--- src/rtl/prfa_pkg.sv ---
// ----------------------------------------------------------------------------
// prfa_pkg
// shared types, constants and helpers of the plane rotate/flip address unit
// ----------------------------------------------------------------------------
package prfa_pkg;

  localparam int unsigned MAX_DIM = 4096;
  localparam int unsigned DIM_W   = 13;
  localparam int unsigned CNT_W   = 12;
  localparam int unsigned IDX_W   = 24;
  localparam int unsigned OFS_W   = 14;
  localparam int unsigned PIX_W   = 8;

  localparam int unsigned QUEUE_DEPTH   = 2;
  localparam int unsigned QPTR_W        = $clog2(QUEUE_DEPTH);
  // queue plus the four back-end stages
  localparam int unsigned MAX_IN_FLIGHT = QUEUE_DEPTH + 4;

  localparam int unsigned ADDR_W = 5;
  localparam int unsigned DATA_W = 32;

  localparam logic [2:0] REG_PLANE_WIDTH     = 3'd0;
  localparam logic [2:0] REG_PLANE_HEIGHT    = 3'd1;
  localparam logic [2:0] REG_QUARTER_TURNS   = 3'd2;
  localparam logic [2:0] REG_FLIP_VERTICAL   = 3'd3;
  localparam logic [2:0] REG_FLIP_HORIZONTAL = 3'd4;

  localparam logic [DIM_W-1:0] RST_PLANE_WIDTH  = DIM_W'(640);
  localparam logic [DIM_W-1:0] RST_PLANE_HEIGHT = DIM_W'(480);

  typedef struct packed {
    logic [DIM_W-1:0] plane_width;
    logic [DIM_W-1:0] plane_height;
    logic [1:0]       quarter_turns;
    logic             flip_vertical;
    logic             flip_horizontal;
  } cfg_t;

  typedef struct packed {
    logic [PIX_W-1:0] pixel;
    logic [CNT_W-1:0] row;
    logic [CNT_W-1:0] col;
    logic             last;
  } q_item_t;

  // zero reads as one, anything above the maximum as the maximum
  function automatic logic [DIM_W-1:0] eff_dim(input logic [DIM_W-1:0] d);
    logic [DIM_W-1:0] r;
    r = d;
    if (d == '0) begin
      r = DIM_W'(1);
    end else if (d > DIM_W'(MAX_DIM)) begin
      r = DIM_W'(MAX_DIM);
    end
    return r;
  endfunction

endpackage

--- src/rtl/plane_rotate_flip_addressing_unit.sv ---
// ----------------------------------------------------------------------------
// plane_rotate_flip_addressing_unit
// destination addresses for rotating and mirroring one image plane
// ----------------------------------------------------------------------------
// Takes one pixel per clock in raster order while the queue has room and
// returns one result per pixel, in order, one per clock when the output side
// keeps up. A result passes through the two-entry queue behind the row/column
// counters, then through four back-end stages (local coordinates, offset
// terms, the width-by-row multiplier, the final add into
// the output register). Up to six pixels can be in flight, so a stalled output
// blocks the input only after the queue fills. Plane size and rotation are set
// through the register port and must not change while pixels are in flight.
module plane_rotate_flip_addressing_unit (
  input  logic                        clk_i,
  input  logic                        rst_ni,
  // pixel input
  input  logic                        in_valid_i,
  output logic                        in_ready_o,
  input  logic [prfa_pkg::PIX_W-1:0]  pixel_in_i,
  input  logic                        start_of_plane_i,
  // write address output
  output logic                        out_valid_o,
  input  logic                        out_ready_i,
  output logic [prfa_pkg::IDX_W-1:0]  dest_index_o,
  output logic [prfa_pkg::PIX_W-1:0]  pixel_out_o,
  output logic                        write_enable_o,
  output logic                        end_of_plane_o,
  // register port
  input  logic                        psel,
  input  logic                        penable,
  input  logic                        pwrite,
  input  logic [prfa_pkg::ADDR_W-1:0] paddr,
  input  logic [prfa_pkg::DATA_W-1:0] pwdata,
  output logic [prfa_pkg::DATA_W-1:0] prdata,
  output logic                        pready
);
  import prfa_pkg::*;

  cfg_t       cfg_q;
  logic [2:0] reg_sel;
  logic       reg_wr;

  assign pready  = 1'b1;
  assign reg_sel = paddr[ADDR_W-1:2];
  assign reg_wr  = psel && penable && pwrite;

  always_ff @(posedge clk_i or negedge rst_ni) begin
    if (!rst_ni) begin
      cfg_q.plane_width     <= RST_PLANE_WIDTH;
      cfg_q.plane_height    <= RST_PLANE_HEIGHT;
      cfg_q.quarter_turns   <= '0;
      cfg_q.flip_vertical   <= 1'b0;
      cfg_q.flip_horizontal <= 1'b0;
    end else if (reg_wr) begin
      unique case (reg_sel)
        REG_PLANE_WIDTH:     cfg_q.plane_width     <= pwdata[DIM_W-1:0];
        REG_PLANE_HEIGHT:    cfg_q.plane_height    <= pwdata[DIM_W-1:0];
        REG_QUARTER_TURNS:   cfg_q.quarter_turns   <= pwdata[1:0];
        REG_FLIP_VERTICAL:   cfg_q.flip_vertical   <= pwdata[0];
        REG_FLIP_HORIZONTAL: cfg_q.flip_horizontal <= pwdata[0];
        default: begin
        end
      endcase
    end
  end

  always_comb begin
    unique case (reg_sel)
      REG_PLANE_WIDTH:     prdata = DATA_W'(cfg_q.plane_width);
      REG_PLANE_HEIGHT:    prdata = DATA_W'(cfg_q.plane_height);
      REG_QUARTER_TURNS:   prdata = DATA_W'(cfg_q.quarter_turns);
      REG_FLIP_VERTICAL:   prdata = DATA_W'(cfg_q.flip_vertical);
      REG_FLIP_HORIZONTAL: prdata = DATA_W'(cfg_q.flip_horizontal);
      default:             prdata = '0;
    endcase
  end

  logic    push, queue_ready, q_valid, q_pop;
  q_item_t push_item, q_item;

  prfa_front u_front (
    .clk_i            (clk_i),
    .rst_ni           (rst_ni),
    .cfg_i            (cfg_q),
    .in_valid_i       (in_valid_i),
    .in_ready_o       (in_ready_o),
    .pixel_in_i       (pixel_in_i),
    .start_of_plane_i (start_of_plane_i),
    .queue_ready_i    (queue_ready),
    .push_o           (push),
    .item_o           (push_item)
  );

  prfa_queue u_queue (
    .clk_i   (clk_i),
    .rst_ni  (rst_ni),
    .push_i  (push),
    .item_i  (push_item),
    .ready_o (queue_ready),
    .valid_o (q_valid),
    .item_o  (q_item),
    .pop_i   (q_pop)
  );

  prfa_back u_back (
    .clk_i          (clk_i),
    .rst_ni         (rst_ni),
    .cfg_i          (cfg_q),
    .q_valid_i      (q_valid),
    .q_item_i       (q_item),
    .q_pop_o        (q_pop),
    .out_valid_o    (out_valid_o),
    .out_ready_i    (out_ready_i),
    .dest_index_o   (dest_index_o),
    .pixel_out_o    (pixel_out_o),
    .write_enable_o (write_enable_o),
    .end_of_plane_o (end_of_plane_o)
  );

endmodule

--- src/rtl/prfa_front.sv ---
// ----------------------------------------------------------------------------
// prfa_front
// takes pixels, tracks row and column, tags the last pixel of the plane
// ----------------------------------------------------------------------------
module prfa_front (
  input  logic                     clk_i,
  input  logic                     rst_ni,
  input  prfa_pkg::cfg_t           cfg_i,
  input  logic                     in_valid_i,
  output logic                     in_ready_o,
  input  logic [prfa_pkg::PIX_W-1:0] pixel_in_i,
  input  logic                     start_of_plane_i,
  input  logic                     queue_ready_i,
  output logic                     push_o,
  output prfa_pkg::q_item_t        item_o
);
  import prfa_pkg::*;

  logic [CNT_W-1:0] row_q, row_d, col_q, col_d;
  logic [DIM_W-1:0] w_eff, h_eff;
  logic [CNT_W-1:0] r, c;
  logic             restart, col_end, row_end;

  assign w_eff = eff_dim(cfg_i.plane_width);
  assign h_eff = eff_dim(cfg_i.plane_height);

  // a start flag or counters left outside the plane start a new one
  assign restart = start_of_plane_i || ({1'b0, row_q} >= h_eff) || ({1'b0, col_q} >= w_eff);
  assign r = restart ? '0 : row_q;
  assign c = restart ? '0 : col_q;

  assign col_end = ({1'b0, c} + DIM_W'(1)) >= w_eff;
  assign row_end = ({1'b0, r} + DIM_W'(1)) >= h_eff;

  assign in_ready_o = queue_ready_i;
  assign push_o     = in_valid_i && queue_ready_i;

  always_comb begin
    item_o.pixel = pixel_in_i;
    item_o.row   = r;
    item_o.col   = c;
    item_o.last  = ({1'b0, r} == h_eff - DIM_W'(1)) && ({1'b0, c} == w_eff - DIM_W'(1));
  end

  always_comb begin
    row_d = row_q;
    col_d = col_q;
    if (push_o) begin
      if (col_end) begin
        col_d = '0;
        row_d = row_end ? '0 : r + CNT_W'(1);
      end else begin
        col_d = c + CNT_W'(1);
        row_d = r;
      end
    end
  end

  always_ff @(posedge clk_i or negedge rst_ni) begin
    if (!rst_ni) begin
      row_q <= '0;
      col_q <= '0;
    end else begin
      row_q <= row_d;
      col_q <= col_d;
    end
  end

endmodule

--- src/rtl/prfa_queue.sv ---
// ----------------------------------------------------------------------------
// prfa_queue
// short fifo between the pixel front end and the address back end
// ----------------------------------------------------------------------------
module prfa_queue (
  input  logic              clk_i,
  input  logic              rst_ni,
  input  logic              push_i,
  input  prfa_pkg::q_item_t item_i,
  output logic              ready_o,
  output logic              valid_o,
  output prfa_pkg::q_item_t item_o,
  input  logic              pop_i
);
  import prfa_pkg::*;

  q_item_t           mem_q [QUEUE_DEPTH];
  logic [QPTR_W-1:0] wr_ptr_q, rd_ptr_q;
  logic [QPTR_W:0]   count_q, count_d;
  logic              do_push, do_pop;

  assign ready_o = count_q != (QPTR_W+1)'(QUEUE_DEPTH);
  assign valid_o = count_q != '0;
  assign item_o  = mem_q[rd_ptr_q];

  assign do_push = push_i && ready_o;
  assign do_pop  = pop_i && valid_o;

  always_comb begin
    count_d = count_q;
    if (do_push && !do_pop) begin
      count_d = count_q + (QPTR_W+1)'(1);
    end else if (do_pop && !do_push) begin
      count_d = count_q - (QPTR_W+1)'(1);
    end
  end

  always_ff @(posedge clk_i or negedge rst_ni) begin
    if (!rst_ni) begin
      wr_ptr_q <= '0;
      rd_ptr_q <= '0;
      count_q  <= '0;
    end else begin
      count_q <= count_d;
      if (do_push) begin
        wr_ptr_q <= wr_ptr_q + QPTR_W'(1);
      end
      if (do_pop) begin
        rd_ptr_q <= rd_ptr_q + QPTR_W'(1);
      end
    end
  end

  always_ff @(posedge clk_i) begin
    if (do_push) begin
      mem_q[wr_ptr_q] <= item_i;
    end
  end

endmodule

--- src/rtl/prfa_back.sv ---
// ----------------------------------------------------------------------------
// prfa_back
// four-stage address pipe: local coordinates, row/offset terms, multiply, sum
// ----------------------------------------------------------------------------
module prfa_back (
  input  logic                       clk_i,
  input  logic                       rst_ni,
  input  prfa_pkg::cfg_t             cfg_i,
  input  logic                       q_valid_i,
  input  prfa_pkg::q_item_t          q_item_i,
  output logic                       q_pop_o,
  output logic                       out_valid_o,
  input  logic                       out_ready_i,
  output logic [prfa_pkg::IDX_W-1:0] dest_index_o,
  output logic [prfa_pkg::PIX_W-1:0] pixel_out_o,
  output logic                       write_enable_o,
  output logic                       end_of_plane_o
);
  import prfa_pkg::*;

  logic [DIM_W-1:0] w_eff, h_eff;
  logic signed [OFS_W-1:0] w_s, h_s;

  assign w_eff = eff_dim(cfg_i.plane_width);
  assign h_eff = eff_dim(cfg_i.plane_height);
  assign w_s   = $signed({1'b0, w_eff});
  assign h_s   = $signed({1'b0, h_eff});

  logic adv_a, adv_b, adv_m, adv_o;
  logic a_vld_q, b_vld_q, m_vld_q, o_vld_q;

  assign adv_o   = !o_vld_q || out_ready_i;
  assign adv_m   = !m_vld_q || adv_o;
  assign adv_b   = !b_vld_q || adv_m;
  assign adv_a   = !a_vld_q || adv_b;
  assign q_pop_o = q_valid_i && adv_a;

  // ---- stage a: fold rotation, square offset, local coordinates
  logic             quarter, swap, fv, fh, wide;
  logic [DIM_W-1:0] diff;
  logic [CNT_W-1:0] off;
  logic signed [OFS_W-1:0] r_s, c_s, off_s, lr, lc;

  assign quarter = cfg_i.quarter_turns[0];
  assign swap    = cfg_i.quarter_turns[1];
  assign fv      = cfg_i.flip_vertical ^ swap;
  assign fh      = cfg_i.flip_horizontal ^ swap;
  assign wide    = w_eff > h_eff;
  assign diff    = wide ? (w_eff - h_eff) : (h_eff - w_eff);
  assign off     = diff[DIM_W-1:1];
  assign r_s     = $signed({2'b00, q_item_i.row});
  assign c_s     = $signed({2'b00, q_item_i.col});
  assign off_s   = $signed({2'b00, off});

  always_comb begin
    lr = r_s;
    lc = c_s;
    if (quarter) begin
      if (wide) begin
        lc = c_s - off_s;
      end else begin
        lr = r_s - off_s;
      end
    end
  end

  logic signed [OFS_W-1:0] a_lr_q, a_lc_q;
  logic [CNT_W-1:0]        a_off_q;
  logic                    a_quarter_q, a_fv_q, a_fh_q, a_wide_q, a_last_q;
  logic [PIX_W-1:0]        a_pixel_q;

  // ---- stage b: bounds check, multiplier operand and additive term
  logic signed [OFS_W-1:0] side_s, aoff_s, ko, ao, k_s, t_s;
  logic                    we;

  assign side_s = a_wide_q ? h_s : w_s;
  assign aoff_s = $signed({2'b00, a_off_q});
  assign ko     = a_wide_q ? '0 : aoff_s;
  assign ao     = a_wide_q ? aoff_s : '0;

  always_comb begin
    we  = 1'b1;
    k_s = a_lr_q;
    t_s = a_lc_q;
    if (!a_quarter_q) begin
      k_s = a_fv_q ? (h_s - OFS_W'(1) - a_lr_q) : a_lr_q;
      t_s = a_fh_q ? (w_s - OFS_W'(1) - a_lc_q) : a_lc_q;
    end else begin
      we = !a_lr_q[OFS_W-1] && (a_lr_q < side_s) && !a_lc_q[OFS_W-1] && (a_lc_q < side_s);
      unique case ({a_fh_q, a_fv_q})
        2'b11: begin
          k_s = h_s - OFS_W'(1) - ko - a_lc_q;
          t_s = ao + a_lr_q;
        end
        2'b10: begin
          k_s = ko + a_lc_q;
          t_s = ao + a_lr_q;
        end
        2'b01: begin
          k_s = h_s - ko - a_lc_q;
          t_s = -ao - OFS_W'(1) - a_lr_q;
        end
        default: begin
          k_s = ko + OFS_W'(1) + a_lc_q;
          t_s = -ao - OFS_W'(1) - a_lr_q;
        end
      endcase
    end
  end

  logic [DIM_W-1:0]        b_k_q;
  logic signed [OFS_W-1:0] b_t_q;
  logic                    b_we_q, b_last_q;
  logic [PIX_W-1:0]        b_pixel_q;

  // ---- stage m: row product
  logic [2*DIM_W-1:0]      m_prod_q;
  logic signed [OFS_W-1:0] m_t_q;
  logic                    m_we_q, m_last_q;
  logic [PIX_W-1:0]        m_pixel_q;

  // ---- output register
  logic [IDX_W-1:0] idx;
  logic [IDX_W-1:0] o_idx_q;
  logic             o_we_q, o_last_q;
  logic [PIX_W-1:0] o_pixel_q;

  assign idx = m_we_q ? (m_prod_q[IDX_W-1:0] + {{(IDX_W-OFS_W){m_t_q[OFS_W-1]}}, m_t_q}) : '0;

  always_ff @(posedge clk_i or negedge rst_ni) begin
    if (!rst_ni) begin
      a_vld_q <= 1'b0;
      b_vld_q <= 1'b0;
      m_vld_q <= 1'b0;
      o_vld_q <= 1'b0;
    end else begin
      if (adv_a) begin
        a_vld_q <= q_valid_i;
      end
      if (adv_b) begin
        b_vld_q <= a_vld_q;
      end
      if (adv_m) begin
        m_vld_q <= b_vld_q;
      end
      if (adv_o) begin
        o_vld_q <= m_vld_q;
      end
    end
  end

  always_ff @(posedge clk_i) begin
    if (adv_a) begin
      a_lr_q      <= lr;
      a_lc_q      <= lc;
      a_off_q     <= off;
      a_quarter_q <= quarter;
      a_fv_q      <= fv;
      a_fh_q      <= fh;
      a_wide_q    <= wide;
      a_pixel_q   <= q_item_i.pixel;
      a_last_q    <= q_item_i.last;
    end
    if (adv_b) begin
      b_k_q     <= k_s[DIM_W-1:0];
      b_t_q     <= t_s;
      b_we_q    <= we;
      b_pixel_q <= a_pixel_q;
      b_last_q  <= a_last_q;
    end
    if (adv_m) begin
      m_prod_q  <= w_eff * b_k_q;
      m_t_q     <= b_t_q;
      m_we_q    <= b_we_q;
      m_pixel_q <= b_pixel_q;
      m_last_q  <= b_last_q;
    end
    if (adv_o) begin
      o_idx_q   <= idx;
      o_we_q    <= m_we_q;
      o_pixel_q <= m_pixel_q;
      o_last_q  <= m_last_q;
    end
  end

  assign out_valid_o    = o_vld_q;
  assign dest_index_o   = o_idx_q;
  assign pixel_out_o    = o_pixel_q;
  assign write_enable_o = o_we_q;
  assign end_of_plane_o = o_last_q;

endmodule

--- config.mk ---
export PLATFORM = sky130hd
export DESIGN_NAME = plane_rotate_flip_addressing_unit
export DESIGN_NICKNAME = d
export VERILOG_FILES = /design/src/rtl/prfa_pkg.sv /design/src/rtl/plane_rotate_flip_addressing_unit.sv /design/src/rtl/prfa_front.sv /design/src/rtl/prfa_queue.sv /design/src/rtl/prfa_back.sv
export SDC_FILE = /design/constraint.sdc
export NUM_CORES = 1
export LEC_CHECK = 0
export BUFFER_PORTS_ARGS = -buffer_cell sky130_fd_sc_hd__buf_2
export CAP_MARGIN = 20
export CORE_MARGIN = 2
export CORE_UTILIZATION = 30
export CTS_CLUSTER_DIAMETER = 150
export DETAILED_ROUTE_END_ITERATION = 10
export HOLD_SLACK_MARGIN = 0.06
export SYNTH_ARGS = -nofsm -noshare
export SYNTH_HDL_FRONTEND = slang
export SYNTH_HIERARCHICAL = 1
export SYNTH_SLANG_ARGS = --single-unit
export TNS_END_PERCENT = 20
--- constraint.sdc ---
create_clock -name clk_i -period 6.8 [get_ports clk_i]
set_input_delay 0.34 -clock clk_i [delete_from_list [all_inputs] [get_ports clk_i]]
set_output_delay 0.34 -clock clk_i [all_outputs]
set_load 0.005 [all_outputs]
==> run metrics <==
status complete, no violations; min-delay src out_ready_i; critical path capture point type flop; #FFs+latches synth 298; Synth Cell Area 29100 um^2; Post-synth top flop edfxtp_1; Seq/Total Area, Yosys 0.297; CTS Sinks 298; final period utilization 0.945; largest net degree at the start of global routing 63; vias in the first global route 22400; Worst-Skew Late Latency 580 ps; layout cells sized above 1 0.104; count leader, synth inv_1; FF-to-FF setup slack 380 ps; drt first pass iters 5; initial antenna violation count 0; DIE HEIGHT 315 um; H-tree levels 2; CTS root buffer clkbuf_16; synth top area cells edfxtp_1 (24%), ha_1 (13%), fa_1 (11%), dfrtp_1 (4.8%), inv_1 (4.2%); Layout Nets 3614; Hold Path Cell Cnt 4; average size of a mapped cell 9.66 um^2; endpoints failing hold 0; Worst Path Required 7110 ps; DP HPWL 61500 um; number of routed nets with antenna violations 0; Critical R2R Capture u_back/m_prod_q[23]; RSZ-0062 raised after global routing no; Crit Path Category flop to flop; Worst path slowest cell fa_1; Max-Cap Viols 0; Ys Warns 6; total CTS buffers 37; type of origin of the critical path flop; DIE WIDTH 315 um; Pins Over Slew Limit 0; Final GP Congestion 0.930; port bufs 80; slew margin rel. 0.353; hold-critical path endpoint u_back/m_vld_q; CP Launch Point cfg_q[25]; DR iter-0 viols 1419; Starting Density 0.302; crit path cell chain nor4_1 > a31oi_1 > nor2_2 > buf_4 > nand2_1 > fa_1 > fa_1 > inv_1 > fa_1 > fa_1 > inv_1 > fa_1 > inv_1 > ha_1 > and2_1 > o21ai_0 > o31ai_1 > o41ai_1 > buf_4 > o2111ai_1 > a21oi_1 > xnor2_1; CORE AREA 96300 um^2; r2r worst-path depth 22; Residual DRC 0; gr usage total 0.159; CP peak stage delay 520 ps; Synth cell types 94; top-level I/O count 122; routed wire length 78800 um; Arr. time, crit path 6730 ps; CTS Buffer Depth 3; Synth top area share 0.244; Core Rows 114; Crit Path Max Fanout 12; CTS clk-pin slew, worst paths 60 ps; top post-synthesis cells by count inv_1 (326), ha_1 (307), nand2_1 (244); Fmax achieved 0.156 GHz; Most common cell on crit path fa_1; number of flops mapped to enable cells by yosys 236; total grt overflow 0; total die area 99400 um^2; Crit Reg-Reg Startpoint cfg_q[25]; Worst-Margin Slew 945 ps; leading area contributor after synthesis edfxtp_1; DR WL/cell 17.9 um; fin crit period 6420 ps; CTS tree yes; first-pass GRT wire length 124000 um; Setup Skew 14.4 ps; Area Growth Syn to Fin 11.8%; Fin Setup TNS 0 ps; Synth async-reset ratio 0.208; via count 22300; Cells after Synth 3009; class of the worst hold path primary input to flop; Finish-stage setup viols 0; vias per inst 5.05
==> flip-flops by register name, indices dropped and copies added, names as in the netlist, 8 cells and up <==
register             cells
u_queue/mem_q           66
u_front/col_q           12
u_back/b_pixel_q         8
u_front/row_q           12
cfg_q                   30
u_back/m_prod_q         24
u_back/m_pixel_q         8
u_back/pixel_out_o       8
u_back/m_t_q            14
u_back/a_off_q          12
u_back/dest_index_o     24
u_back/b_t_q            14
u_back/b_k_q            13
u_back/a_pixel_q         8
u_back/a_lc_q           13
u_back/a_lr_q           13
==> logic make-up after synthesis <==
group                    Yosys count  synth area share
adder cells (fa/ha/maj)          461             0.238
buffers and inverters            466            0.0682
AND/OR/NAND/NOR                  899             0.157
other                              2          0.000258
multiplexers                     126            0.0553
XOR/XNOR                         175            0.0527
flip-flops                       298             0.297
AO/OA/AOI/OAI                    582             0.131
==> layout by cell type (no fill, tap or decap), drive strengths merged, types with 50 or more instances in the layout <==
cell type / n
fa: 154
clkbuf: 50
nor3: 62
nor2: 175
mux2: 70
nor2b: 56
xnor2: 114
and2: 103
buf: 150
o21ai: 145
a21oi: 139
edfxtp: 236
ha: 307
nand2: 244
nand2b: 50
dfrtp: 56
xor2: 61
inv: 327
==> metal layers <==
layer | vias up | GRT usage | wire length, um
li1 | 10700 | - | -
met3 | 125 | 0.0196 | 4030
met5 | - | 0 | 0
met1 | 10900 | 0.209 | 35300
met4 | 0 | 0.0509 | 2390
met2 | 599 | 0.269 | 37000
==> through the flow <==
stage	hold slack (ps)	setup slack (ps)	utilization	cell area, um^2	std cells
6_report	128	376	0.337	32500	4407
4_1_cts	80.1	295	0.337	32400	4402
5_1_grt	123	55.4	0.337	32500	4404
3_5_place_dp	405	323	0.321	30900	4313
3_3_place_gp	401	385	0.321	30900	4313
2_1_floorplan	44.4	705	-	29100	3027
==> critical path, delay by kind of cell, from the launching register on <==
family | cells | cell delay, ps
adder cells (fa/ha/maj) | 6 | 2660
AO/OA/AOI/OAI | 6 | 1180
AND/OR/NAND/NOR | 4 | 1120
buffers and inverters | 5 | 630
flip-flops | 1 | 450
XOR/XNOR | 1 | 80
==> worst max path at each step <==
stage                     endpoint  slack [ps]  cells past startpoint
4_1_cts        u_back/m_prod_q[23]         300                     23
2_1_floorplan  u_back/m_prod_q[20]         710                     21
6_report       u_back/m_prod_q[23]         380                     22
3_5_place_dp   u_back/m_prod_q[23]         320                     23
5_1_grt        u_back/m_prod_q[23]          60                     22
3_3_place_gp   u_back/m_prod_q[22]         390                     21
==> final cells by class <==
class / count / area, um^2
fill: 9866 / 63800
sequential: 298 / 8650
inverter: 327 / 1230
clock inverter: 18 / 273
tap: 1276 / 1600
timing repair buffer: 173 / 1200
antenna: 3 / 7.51
clock buffer: 49 / 1000
multi-input combinational: 2263 / 18500
==> repair_timing <==
item / CTS / global route
hold endpoints to repair: 102 / 0
resized for setup: 0 / 2
endpoints found under the setup margin: 0 / 5
hold buffers: 22 / 0
buffers inserted: 0 / 0
Power is not shown: default switching activity piles up to over one toggle a cycle in this logic, so the estimate is an artifact.
